$ cat config.mk
export PLATFORM = sky130hd
export DESIGN_NAME = dual_servo_light_search_track_unit_flat
export DESIGN_NICKNAME = d
export VERILOG_FILES = /design/src/hw/rtl/dslst_pkg.sv /design/src/hw/rtl/dslst_channels.sv /design/src/hw/rtl/dual_servo_light_search_track_unit.sv /design/src/hw/rtl/dslst_step.sv /design/src/flat_wrapper.sv
export SDC_FILE = /design/constraint.sdc
export NUM_CORES = 2
export LEC_CHECK = 0
export ABC_AREA = 0
export BUFFER_PORTS_ARGS = -buffer_cell sky130_fd_sc_hd__clkbuf_2
export CAP_MARGIN = 20
export CORE_ASPECT_RATIO = 0.5
export CORE_MARGIN = 5
export CORE_UTILIZATION = 50
export DETAILED_ROUTE_END_ITERATION = 6
export PLACE_DENSITY = 0.69
export REMOVE_ABC_BUFFERS = 1
export SYNTH_ARGS = -nofsm -noshare
export SYNTH_HDL_FRONTEND = slang
export SYNTH_SLANG_ARGS = --single-unit
export TNS_END_PERCENT = 20
$ cat constraint.sdc
create_clock -name clock -period 10.25 [get_ports clock]
set_input_delay 1.5375 -clock clock [delete_from_list [all_inputs] [get_ports clock]]
set_output_delay 1.5375 -clock clock [all_outputs]
set_load 0.05 [all_outputs]
$ cat src/hw/rtl/dslst_pkg.sv
package dslst_pkg;

   localparam int ANGLE_W = 18;

   localparam logic [ANGLE_W-1:0] ANGLE_MAX      = 18'd180000;
   localparam logic [ANGLE_W-1:0] CENTER_ANGLE   = 18'd90000;
   localparam logic [ANGLE_W-1:0] GIVE_UP_ANGLE  = 18'd160000;
   localparam logic [ANGLE_W-1:0] RESTART_MARGIN = 18'd2000;
   localparam logic [9:0]         NO_BLOB        = 10'd1023;
   localparam logic [4:0]         CNT_MAX        = 5'd31;

   // degrees = (mdeg * DEG_RECIP) >> DEG_SHIFT, exact for every mdeg up to ANGLE_MAX
   localparam int          DEG_SHIFT = 28;
   localparam logic [18:0] DEG_RECIP = 19'd268436;

   localparam logic [3:0] CMD_IDLE        = 4'd0;
   localparam logic [3:0] CMD_SEARCH      = 4'd1;
   localparam logic [3:0] CMD_FOLLOW      = 4'd2;
   localparam logic [3:0] CMD_EXTINGUISH  = 4'd3;
   localparam logic [3:0] CMD_REPORT      = 4'd4;
   localparam logic [3:0] CMD_CENTER      = 4'd5;
   localparam logic [3:0] CMD_IDLE_ALT_LO = 4'd6;
   localparam logic [3:0] CMD_IDLE_ALT_HI = 4'd9;

   typedef enum logic [1:0] {
      MODE_IDLE   = 2'd0,
      MODE_SEARCH = 2'd1,
      MODE_FOLLOW = 2'd2
   } mode_type;

   typedef enum logic [2:0] {
      EV_NONE       = 3'd0,
      EV_FOUND      = 3'd1,
      EV_NOT_FOUND  = 3'd2,
      EV_EXTINGUISH = 3'd3,
      EV_REPORT     = 3'd4
   } event_type;

   typedef enum logic [3:0] {
      REG_DEADBAND = 4'd0,
      REG_GAIN     = 4'd1,
      REG_CENTER   = 4'd2,
      REG_STEP     = 4'd3,
      REG_CONFIRM  = 4'd4,
      REG_FLOOR    = 4'd5,
      REG_LIMIT    = 4'd6,
      REG_RESTART  = 4'd7
   } reg_index_type;

   localparam logic [8:0]         RST_DEADBAND = 9'd30;
   localparam logic [7:0]         RST_GAIN     = 8'd5;
   localparam logic [9:0]         RST_CENTER   = 10'd512;
   localparam logic [13:0]        RST_STEP     = 14'd500;
   localparam logic [4:0]         RST_CONFIRM  = 5'd10;
   localparam logic [ANGLE_W-1:0] RST_FLOOR    = 18'd10000;
   localparam logic [ANGLE_W-1:0] RST_LIMIT    = 18'd170000;
   localparam logic [ANGLE_W-1:0] RST_RESTART  = 18'd20000;

   typedef struct packed {
      logic [8:0]         deadband;
      logic [7:0]         gain;
      logic [9:0]         center;
      logic [13:0]        sweep_step;
      logic [4:0]         confirm;
      logic [ANGLE_W-1:0] floor_mdeg;
      logic [ANGLE_W-1:0] limit_mdeg;
      logic [ANGLE_W-1:0] restart_mdeg;
   } cfg_type;

   typedef struct packed {
      logic [ANGLE_W-1:0] left_angle;
      logic [ANGLE_W-1:0] right_angle;
      mode_type           mode;
      logic [4:0]         counter;
   } track_state_type;

   typedef struct packed {
      logic       kind;
      logic [3:0] command;
      logic [9:0] left_x;
      logic [9:0] right_x;
   } item_type;

   function automatic logic [7:0] mdeg_to_deg(logic [ANGLE_W-1:0] mdeg);
      logic [36:0] prod;
      prod = 37'(mdeg) * 37'(DEG_RECIP);
      return prod[DEG_SHIFT+7:DEG_SHIFT];
   endfunction

endpackage

$ cat src/hw/rtl/dslst_channels.sv
interface dslst_req_if;
   logic       valid;
   logic       ready;
   logic       kind;
   logic [3:0] command;
   logic [9:0] left_x;
   logic [9:0] right_x;

   modport source (output valid, kind, command, left_x, right_x, input ready);
   modport sink   (input valid, kind, command, left_x, right_x, output ready);
endinterface

interface dslst_rsp_if;
   logic       valid;
   logic       ready;
   logic [7:0] left_servo_deg;
   logic [7:0] right_servo_deg;
   logic [1:0] active_mode;
   logic [2:0] event_res;

   modport source (output valid, left_servo_deg, right_servo_deg, active_mode, event_res,
                   input ready);
   modport sink   (input valid, left_servo_deg, right_servo_deg, active_mode, event_res,
                   output ready);
endinterface

interface dslst_csr_if;
   logic        valid;
   logic        ready;
   logic [3:0]  index;
   logic [17:0] data;

   modport source (output valid, index, data, input ready);
   modport sink   (input valid, index, data, output ready);
endinterface

$ cat src/hw/rtl/dual_servo_light_search_track_unit.sv
// Channel  Dir  Handshake     Payload
// req_bus  in   valid/ready   kind, command, left_x, right_x
// rsp_bus  out  valid/ready   left_servo_deg, right_servo_deg, active_mode, event_res
// csr_bus  in   valid/ready   index (register number), data
//
// Each req_bus transfer gives one rsp_bus transfer via input, middle and output stages.
// One item per cycle unless stalled: the angle/mode/counter update is combinational
// logic after the input register; the degree conversion multiplier is in the next stage.
// Synchronous reset restores register defaults, centers both angles and selects idle.
// A stalled response holds every stage behind it; req_bus.ready drops only when all
// stages are full. csr_bus.ready is always high.
module dual_servo_light_search_track_unit (
   input logic        clock,
   input logic        reset,
   dslst_req_if.sink  req_bus,
   dslst_rsp_if.source rsp_bus,
   dslst_csr_if.sink  csr_bus
);

   dslst_pkg::cfg_type         cfg_ff;
   dslst_pkg::track_state_type state_ff;
   dslst_pkg::track_state_type state_in;
   dslst_pkg::event_type       step_ev;

   logic                       a_valid_ff;
   dslst_pkg::item_type        a_item_ff;
   logic                       b_valid_ff;
   dslst_pkg::track_state_type b_state_ff;
   dslst_pkg::event_type       b_ev_ff;
   logic                       rsp_valid_ff;
   logic [7:0]                 rsp_left_ff;
   logic [7:0]                 rsp_right_ff;
   logic [1:0]                 rsp_mode_ff;
   logic [2:0]                 rsp_ev_ff;

   logic out_free;
   logic b_move;
   logic b_free;
   logic a_move;
   logic a_free;
   logic req_take;

   assign out_free = !rsp_valid_ff || rsp_bus.ready;
   assign b_move   = b_valid_ff && out_free;
   assign b_free   = !b_valid_ff || out_free;
   assign a_move   = a_valid_ff && b_free;
   assign a_free   = !a_valid_ff || b_free;
   assign req_take = req_bus.valid && a_free;

   assign req_bus.ready = a_free;
   assign csr_bus.ready = 1'b1;

   always_ff @(posedge clock) begin
      if (reset) begin
         cfg_ff.deadband     <= dslst_pkg::RST_DEADBAND;
         cfg_ff.gain         <= dslst_pkg::RST_GAIN;
         cfg_ff.center       <= dslst_pkg::RST_CENTER;
         cfg_ff.sweep_step   <= dslst_pkg::RST_STEP;
         cfg_ff.confirm      <= dslst_pkg::RST_CONFIRM;
         cfg_ff.floor_mdeg   <= dslst_pkg::RST_FLOOR;
         cfg_ff.limit_mdeg   <= dslst_pkg::RST_LIMIT;
         cfg_ff.restart_mdeg <= dslst_pkg::RST_RESTART;
      end else if (csr_bus.valid) begin
         unique case (csr_bus.index)
            dslst_pkg::REG_DEADBAND: cfg_ff.deadband     <= csr_bus.data[8:0];
            dslst_pkg::REG_GAIN:     cfg_ff.gain         <= csr_bus.data[7:0];
            dslst_pkg::REG_CENTER:   cfg_ff.center       <= csr_bus.data[9:0];
            dslst_pkg::REG_STEP:     cfg_ff.sweep_step   <= csr_bus.data[13:0];
            dslst_pkg::REG_CONFIRM:  cfg_ff.confirm      <= csr_bus.data[4:0];
            dslst_pkg::REG_FLOOR:    cfg_ff.floor_mdeg   <= csr_bus.data;
            dslst_pkg::REG_LIMIT:    cfg_ff.limit_mdeg   <= csr_bus.data;
            dslst_pkg::REG_RESTART:  cfg_ff.restart_mdeg <= csr_bus.data;
            default: ;
         endcase
      end
   end

   dslst_step u_step (
      .cfg  (cfg_ff),
      .cur  (state_ff),
      .item (a_item_ff),
      .nxt  (state_in),
      .ev   (step_ev)
   );

   // control state
   always_ff @(posedge clock) begin
      if (reset) begin
         a_valid_ff           <= 1'b0;
         b_valid_ff           <= 1'b0;
         rsp_valid_ff         <= 1'b0;
         state_ff.left_angle  <= dslst_pkg::CENTER_ANGLE;
         state_ff.right_angle <= dslst_pkg::CENTER_ANGLE;
         state_ff.mode        <= dslst_pkg::MODE_IDLE;
         state_ff.counter     <= '0;
      end else begin
         if (a_free) a_valid_ff <= req_bus.valid;
         if (b_free) b_valid_ff <= a_valid_ff;
         if (out_free) rsp_valid_ff <= b_valid_ff;
         if (a_move) state_ff <= state_in;
      end
   end

   // payload stages
   always_ff @(posedge clock) begin
      if (req_take) begin
         a_item_ff.kind    <= req_bus.kind;
         a_item_ff.command <= req_bus.command;
         a_item_ff.left_x  <= req_bus.left_x;
         a_item_ff.right_x <= req_bus.right_x;
      end
      if (a_move) begin
         b_state_ff <= state_in;
         b_ev_ff    <= step_ev;
      end
      if (b_move) begin
         rsp_left_ff  <= dslst_pkg::mdeg_to_deg(b_state_ff.left_angle);
         rsp_right_ff <= dslst_pkg::mdeg_to_deg(b_state_ff.right_angle);
         rsp_mode_ff  <= b_state_ff.mode;
         rsp_ev_ff    <= b_ev_ff;
      end
   end

   assign rsp_bus.valid           = rsp_valid_ff;
   assign rsp_bus.left_servo_deg  = rsp_left_ff;
   assign rsp_bus.right_servo_deg = rsp_right_ff;
   assign rsp_bus.active_mode     = rsp_mode_ff;
   assign rsp_bus.event_res       = rsp_ev_ff;

   a_angle_range: assert property (@(posedge clock) disable iff (reset)
      state_ff.left_angle <= dslst_pkg::ANGLE_MAX && state_ff.right_angle <= dslst_pkg::ANGLE_MAX)
      else $error("track angle above ceiling");

   a_state_hold: assert property (@(posedge clock) disable iff (reset)
      !a_move |=> $stable(state_ff))
      else $error("track state changed without a transfer");

   a_b_stall: assert property (@(posedge clock) disable iff (reset)
      b_valid_ff && !out_free |=> b_valid_ff && $stable(b_state_ff) && $stable(b_ev_ff))
      else $error("middle stage lost its item under stall");

   a_event_mode: assert property (@(posedge clock) disable iff (reset)
      b_valid_ff && (b_ev_ff == dslst_pkg::EV_FOUND) |-> b_state_ff.mode == dslst_pkg::MODE_FOLLOW)
      else $error("found event without follow mode");

   a_idle_events: assert property (@(posedge clock) disable iff (reset)
      b_valid_ff && (b_ev_ff == dslst_pkg::EV_NOT_FOUND || b_ev_ff == dslst_pkg::EV_EXTINGUISH)
      |-> b_state_ff.mode == dslst_pkg::MODE_IDLE)
      else $error("give-up or extinguish event without idle mode");

endmodule

$ cat src/hw/rtl/dslst_step.sv
module dslst_step (
   input  dslst_pkg::cfg_type         cfg,
   input  dslst_pkg::track_state_type cur,
   input  dslst_pkg::item_type        item,
   output dslst_pkg::track_state_type nxt,
   output dslst_pkg::event_type       ev
);

   logic                          run;
   logic                          left_hit;
   logic                          right_hit;
   logic [dslst_pkg::ANGLE_W-1:0] la;
   logic [dslst_pkg::ANGLE_W-1:0] ra;
   logic [dslst_pkg::ANGLE_W-1:0] thr;
   logic [dslst_pkg::ANGLE_W-1:0] restart_sat;
   logic [4:0]                    cnt;

   function automatic logic [dslst_pkg::ANGLE_W-1:0] sat_add(
      logic [dslst_pkg::ANGLE_W-1:0] a, logic [13:0] s);
      logic [dslst_pkg::ANGLE_W:0] sum;
      sum = {1'b0, a} + 19'(s);
      return (sum > {1'b0, dslst_pkg::ANGLE_MAX}) ? dslst_pkg::ANGLE_MAX
                                                  : sum[dslst_pkg::ANGLE_W-1:0];
   endfunction

   function automatic logic [dslst_pkg::ANGLE_W-1:0] follow_side(
      logic [dslst_pkg::ANGLE_W-1:0] angle, logic [9:0] x, dslst_pkg::cfg_type c);
      logic signed [11:0] err;
      logic signed [11:0] marg;
      logic signed [20:0] prod;
      logic signed [20:0] v;
      logic signed [20:0] fl;
      err  = $signed({2'b00, x}) - $signed({2'b00, c.center});
      marg = $signed({3'b000, c.deadband});
      prod = $signed({13'd0, c.gain}) * 21'(err);
      v    = prod + $signed({3'b000, angle});
      fl   = $signed({3'b000, c.floor_mdeg});
      if (x == dslst_pkg::NO_BLOB || (err >= -marg && err <= marg)) begin
         return angle;
      end
      if (v < fl) begin
         v = fl;
      end
      if (v > $signed({3'b000, dslst_pkg::ANGLE_MAX})) begin
         return dslst_pkg::ANGLE_MAX;
      end
      return v[dslst_pkg::ANGLE_W-1:0];
   endfunction

   assign thr = (cfg.limit_mdeg >= dslst_pkg::RESTART_MARGIN)
              ? cfg.limit_mdeg - dslst_pkg::RESTART_MARGIN : '0;
   assign restart_sat = (cfg.restart_mdeg > dslst_pkg::ANGLE_MAX)
                      ? dslst_pkg::ANGLE_MAX : cfg.restart_mdeg;

   always_comb begin
      nxt       = cur;
      ev        = dslst_pkg::EV_NONE;
      run       = 1'b1;
      left_hit  = 1'b0;
      right_hit = 1'b0;
      la        = '0;
      ra        = '0;
      cnt       = cur.counter;

      // mode command goes first; extinguish, report and center skip the sample
      if (item.kind) begin
         case (item.command) inside
            dslst_pkg::CMD_SEARCH: nxt.mode = dslst_pkg::MODE_SEARCH;
            dslst_pkg::CMD_FOLLOW: nxt.mode = dslst_pkg::MODE_FOLLOW;
            dslst_pkg::CMD_EXTINGUISH: begin
               nxt.mode = dslst_pkg::MODE_IDLE;
               ev       = dslst_pkg::EV_EXTINGUISH;
               run      = 1'b0;
            end
            dslst_pkg::CMD_REPORT: begin
               ev  = dslst_pkg::EV_REPORT;
               run = 1'b0;
            end
            dslst_pkg::CMD_CENTER: begin
               nxt.left_angle  = dslst_pkg::CENTER_ANGLE;
               nxt.right_angle = dslst_pkg::CENTER_ANGLE;
               run             = 1'b0;
            end
            dslst_pkg::CMD_IDLE,
            [dslst_pkg::CMD_IDLE_ALT_LO:dslst_pkg::CMD_IDLE_ALT_HI]:
               nxt.mode = dslst_pkg::MODE_IDLE;
            default: ;
         endcase
      end

      if (run) begin
         case (nxt.mode)
            dslst_pkg::MODE_SEARCH: begin
               la = nxt.left_angle;
               ra = nxt.right_angle;
               if (la < cfg.limit_mdeg) begin
                  if (item.left_x == dslst_pkg::NO_BLOB) la = sat_add(la, cfg.sweep_step);
                  else left_hit = 1'b1;
               end
               if (ra < cfg.limit_mdeg) begin
                  if (item.right_x == dslst_pkg::NO_BLOB) ra = sat_add(ra, cfg.sweep_step);
                  else right_hit = 1'b1;
               end
               if (left_hit && right_hit) begin
                  if (cnt < dslst_pkg::CNT_MAX) cnt = cnt + 5'd1;
                  if (cnt > cfg.confirm) begin
                     nxt.mode = dslst_pkg::MODE_FOLLOW;
                     cnt      = '0;
                     ev       = dslst_pkg::EV_FOUND;
                  end
               end else if (ra >= thr || la >= thr) begin
                  // sweep ran out: give up only when both sides went far
                  if (ra >= dslst_pkg::GIVE_UP_ANGLE && la >= dslst_pkg::GIVE_UP_ANGLE) begin
                     nxt.mode = dslst_pkg::MODE_IDLE;
                     ev       = dslst_pkg::EV_NOT_FOUND;
                  end
                  la = restart_sat;
                  ra = restart_sat;
               end
               nxt.left_angle  = la;
               nxt.right_angle = ra;
               nxt.counter     = cnt;
            end
            dslst_pkg::MODE_FOLLOW: begin
               nxt.left_angle  = follow_side(nxt.left_angle, item.left_x, cfg);
               nxt.right_angle = follow_side(nxt.right_angle, item.right_x, cfg);
            end
            default: ;
         endcase
      end
   end

endmodule
$ cat src/flat_wrapper.sv
// flat-port wrapper written by rule: the top's interface ports become plain ports
module dual_servo_light_search_track_unit_flat 
  (clock, reset, req_bus_valid, req_bus_kind, req_bus_command, req_bus_left_x, req_bus_right_x, req_bus_ready, rsp_bus_valid, rsp_bus_left_servo_deg, rsp_bus_right_servo_deg, rsp_bus_active_mode, rsp_bus_event_res, rsp_bus_ready, csr_bus_valid, csr_bus_index, csr_bus_data, csr_bus_ready);
  dslst_req_if req_bus_i ();
  dslst_rsp_if rsp_bus_i ();
  dslst_csr_if csr_bus_i ();
  input logic clock;
  input logic reset;
  input wire logic [$bits(req_bus_i.valid)-1:0] req_bus_valid;
  input wire logic [$bits(req_bus_i.kind)-1:0] req_bus_kind;
  input wire logic [$bits(req_bus_i.command)-1:0] req_bus_command;
  input wire logic [$bits(req_bus_i.left_x)-1:0] req_bus_left_x;
  input wire logic [$bits(req_bus_i.right_x)-1:0] req_bus_right_x;
  output wire logic [$bits(req_bus_i.ready)-1:0] req_bus_ready;
  output wire logic [$bits(rsp_bus_i.valid)-1:0] rsp_bus_valid;
  output wire logic [$bits(rsp_bus_i.left_servo_deg)-1:0] rsp_bus_left_servo_deg;
  output wire logic [$bits(rsp_bus_i.right_servo_deg)-1:0] rsp_bus_right_servo_deg;
  output wire logic [$bits(rsp_bus_i.active_mode)-1:0] rsp_bus_active_mode;
  output wire logic [$bits(rsp_bus_i.event_res)-1:0] rsp_bus_event_res;
  input wire logic [$bits(rsp_bus_i.ready)-1:0] rsp_bus_ready;
  input wire logic [$bits(csr_bus_i.valid)-1:0] csr_bus_valid;
  input wire logic [$bits(csr_bus_i.index)-1:0] csr_bus_index;
  input wire logic [$bits(csr_bus_i.data)-1:0] csr_bus_data;
  output wire logic [$bits(csr_bus_i.ready)-1:0] csr_bus_ready;
  assign req_bus_i.valid = req_bus_valid;
  assign req_bus_i.kind = req_bus_kind;
  assign req_bus_i.command = req_bus_command;
  assign req_bus_i.left_x = req_bus_left_x;
  assign req_bus_i.right_x = req_bus_right_x;
  assign req_bus_ready = req_bus_i.ready;
  assign rsp_bus_valid = rsp_bus_i.valid;
  assign rsp_bus_left_servo_deg = rsp_bus_i.left_servo_deg;
  assign rsp_bus_right_servo_deg = rsp_bus_i.right_servo_deg;
  assign rsp_bus_active_mode = rsp_bus_i.active_mode;
  assign rsp_bus_event_res = rsp_bus_i.event_res;
  assign rsp_bus_i.ready = rsp_bus_ready;
  assign csr_bus_i.valid = csr_bus_valid;
  assign csr_bus_i.index = csr_bus_index;
  assign csr_bus_i.data = csr_bus_data;
  assign csr_bus_ready = csr_bus_i.ready;
  dual_servo_light_search_track_unit u_core (.clock(clock), .reset(reset), .req_bus(req_bus_i), .rsp_bus(rsp_bus_i), .csr_bus(csr_bus_i));
endmodule
==> summary.md <==
| Metric | Value |
|---|---|
| Status | `finished, final reports clean` |
| Count leader, synth | `inv_1` |
| Layout Nets | `5050` |
| Post-synth top area share | `0.2205` |
| DP Worst Slack | `-0.2121 ns` |
| WL/cell | `22.24 µm` |
| Synth Flop Type | `dfxtp_1` |
| Post-Syn Instances | `3931` |
| Final HPWL DP | `90460 µm` |
| RSZ-0062 raised after global routing | `yes` |
| Bufs and invs on worst path | `10` |
| Final Setup Violations | `0` |
| Yosys warnings | `0` |
| I/O Pins | `76` |
| Sequential share of the synthesized area | `0.1645` |
| PwrDens | `303.1 nW/µm²` |
| Hold Violations, Final | `0` |
| Fill count | `5978` |
| Slew @ Worst Pin | `1.120 ns` |
| Crit path required time | `10.75 ns` |
| CP startpoint kind | `flip-flop` |
| Leakage | `18.31 nW` |
| Clk root buf | `clkbuf_16` |
| Synth async-reset ratio | `0` |
| GP Congestion | `1.060` |
| Via count of the first global-routing pass | `29280` |
| Synthesized area | `33650 µm²` |
| Max incr delay on CP | `0.54 ns` |
| Dominant cell type by area after synthesis | `ha_1` |
| CTS tree | `built` |
| Setup slack after layout | `0.2320 ns` |
| Max_cap viols | `0` |
| Slew headroom | `0.2455` |
| Number of port buffers | `74` |
| Top cells by count, synth | `inv_1, ha_1, nand2_1` |
| First DRT Iteration DRCs | `2761` |
| CP arrival | `10.52 ns` |
| # DRC | `0` |
| Tot GR Track Use | `0.2997` |
| Worst skew pair latency | `0.61 ns` |
| Routed wire length | `112300 µm` |
| Clock Tree Buf Depth | `3` |
| Maximum number of pins on one net before global-route repair | `69` |
| First-pass GRT wire length | `170700 µm` |
| Die area | `72910 µm²` |
| Top cell by count, worst path | `fa_1` |
| Die W | `376.9 µm` |
| Detail Route Antenna Nets | `0` |
| Area Overhead vs Synth | `12.85%` |
| Layout cells sized above 1 | `0.1283` |
| Crit Path Max Fanout | `8` |
| Core Util, Final | `0.5684` |
| DR pass1 iterations | `6` |
| Number of synthesized flops with an enable pin | `87` |
| Synth area leaders | `ha_1, fa_1, dfxtp_1, edfxtp_1, inv_1` |
| Initial antenna violation count | `1` |
| Fin crit share | `0.9774` |
| Crit-path leading delay family | `adder cells` |
| Num CTS Buffers | `26` |
| Std cell rows | `67` |
| Num Clock Sinks | `233` |
| Slowest CP cell | `fa_1` |
| Worst VDD drop | `0.3813 mV` |
| Critical Path Sink Type | `flip-flop` |
| Fin crit period | `10.02 ns` |
| Syn Area/Cell | `8.561 µm²` |
| Clock transition at path regs | `0.07 ns` |
| Congestion Overflow GR | `0` |
| N_diodes | `0` |
| Post-synthesis cell type count | `97` |
| Core ar. | `66810 µm²` |
| Final Slew Violations | `0` |
| Upper clock frequency limit | `99.82 MHz` |
| Hold crit path type | `reg -> reg` |
| Critical path class | `reg -> reg` |
| Vias | `30080` |
| DIE HEIGHT | `193.5 µm` |
| Vias per cell | `5.956` |
| Setup TNS | `0 ns` |
| H-tree Lvls | `1` |
| Clock skew | `0.02257 ns` |
| FF+latch count, synth | `233` |
| Initial core utilization | `0.5037` |
[flip-flops by register name (all words and copies together), names as in the netlist, 3 cells and up]
register,cells
u_core.rsp_bus.event_res,3
u_core.state_ff,43
u_core.a_item_ff,25
u_core.rsp_bus.right_servo_deg,8
u_core.b_ev_ff,3
u_core.cfg_ff,100
u_core.rsp_bus.left_servo_deg,8
u_core.b_state_ff,38
[final timing paths]
kind         depth (start not counted)                                      end  slack, ns                           start
max reg2reg                         44         u_core.state_ff[13]$_SDFFE_PP0P_       0.23   u_core.a_item_ff[0]$_DFFE_PP_
min                                  0  u_core.rsp_bus.active_mode[1]$_DFFE_PP_       0.43  u_core.b_state_ff[6]$_DFFE_PP_
min reg2reg                          0  u_core.rsp_bus.active_mode[1]$_DFFE_PP_       0.43  u_core.b_state_ff[6]$_DFFE_PP_
max                                 44         u_core.state_ff[13]$_SDFFE_PP0P_       0.23   u_core.a_item_ff[0]$_DFFE_PP_
[where the power goes]
group,switching [mW],internal (mW)
clock,0.462,0.533
combinational,5.03,4.42
sequential,0.0474,1.01
total,5.54,5.97
[area by class of cell]
type                       count  area, µm²  area share
timing repair buffer         292       2072     0.05456
inverter                     625       2355     0.06201
tap                          897       1122     0.02955
multi-input combinational   2955      26040      0.6857
clock inverter                11      73.82    0.001944
sequential                   233       5535      0.1458
clock buffer                  37      778.2     0.02049
[what timing repair did]
action | CTS | global route
pin swaps | 5 | 73
endpoints found under the setup margin | 45 | 66
hold buffers | 0 | 0
buffers inserted | 2 | 25
gates cloned | 0 | 1
resized for setup | 15 | 164
[layer usage]
layer / vias to the layer above / share of wire / track usage
li1: 13980 / - / -
met1: 14460 / 0.43 / 0.4068
met2: 1342 / 0.43 / 0.4664
met3: 287 / 0.095 / 0.06156
met4: 2 / 0.053 / 0.1269
met5: - / 0.00012 / 0
[metrics by stage]
step / power [mW] / instance area (µm²) / std cells / hold WS [ns]
floorplan: 6.389 / 33190 / 3813 / 0.4003
global placement: 9.008 / 36190 / 4972 / 0.4040
detailed placement: 9.178 / 36190 / 4972 / 0.4101
CTS: 10.30 / 37110 / 5022 / 0.4265
global route: 12.56 / 37980 / 5050 / 0.4284
finish: 11.51 / 37980 / 5050 / 0.4251
[cell families (layout without fill, tap and decap cells)]
logic type	Yosys count	after routing	synth area share
AND/OR/NAND/NOR	1104	1104	0.1592
adder cells (fa/ha/maj)	865	865	0.3823
AO/OA/AOI/OAI	846	846	0.1722
buffers and inverters	743	965	0.08362
flip-flops	233	233	0.1645
XOR/XNOR	97	97	0.02524
multiplexers	42	42	0.01290
other	1	1	0.0001114
[placed cells by master, fill, tap and decap left out, types with 18 or more instances in the layout]
master | synthesis | final
xor2_1 | 25 | 24
dfxtp_1 | 146 | 146
xnor2_1 | 72 | 62
a211oi_1 | 32 | 27
ha_1 | 593 | 576
fa_1 | 272 | 268
a21oi_1 | 223 | 206
o21a_1 | 34 | 33
a31oi_1 | 30 | 28
nor2_1 | 224 | 219
nand2b_1 | 46 | 46
and3_1 | 18 | 18
o211ai_1 | 19 | 19
o21ai_0 | 129 | 108
mux2i_1 | 31 | 31
nand2_1 | 389 | 381
clkbuf_2 | 1 | 73
and2_1 | 106 | 99
nand3_1 | 60 | 59
nor2b_1 | 44 | 40
nor3_1 | 70 | 65
clkbuf_16 | 0 | 28
edfxtp_1 | 87 | 87
nand3b_1 | 30 | 30
nand4_1 | 29 | 29
o22ai_1 | 22 | 22
o21ai_1 | 8 | 23
inv_1 | 621 | 611
buf_4 | 2 | 206
a211o_1 | 36 | 36
a21oi_2 | 1 | 18
a21o_1 | 77 | 77
(Power assumes the default switching activity.)
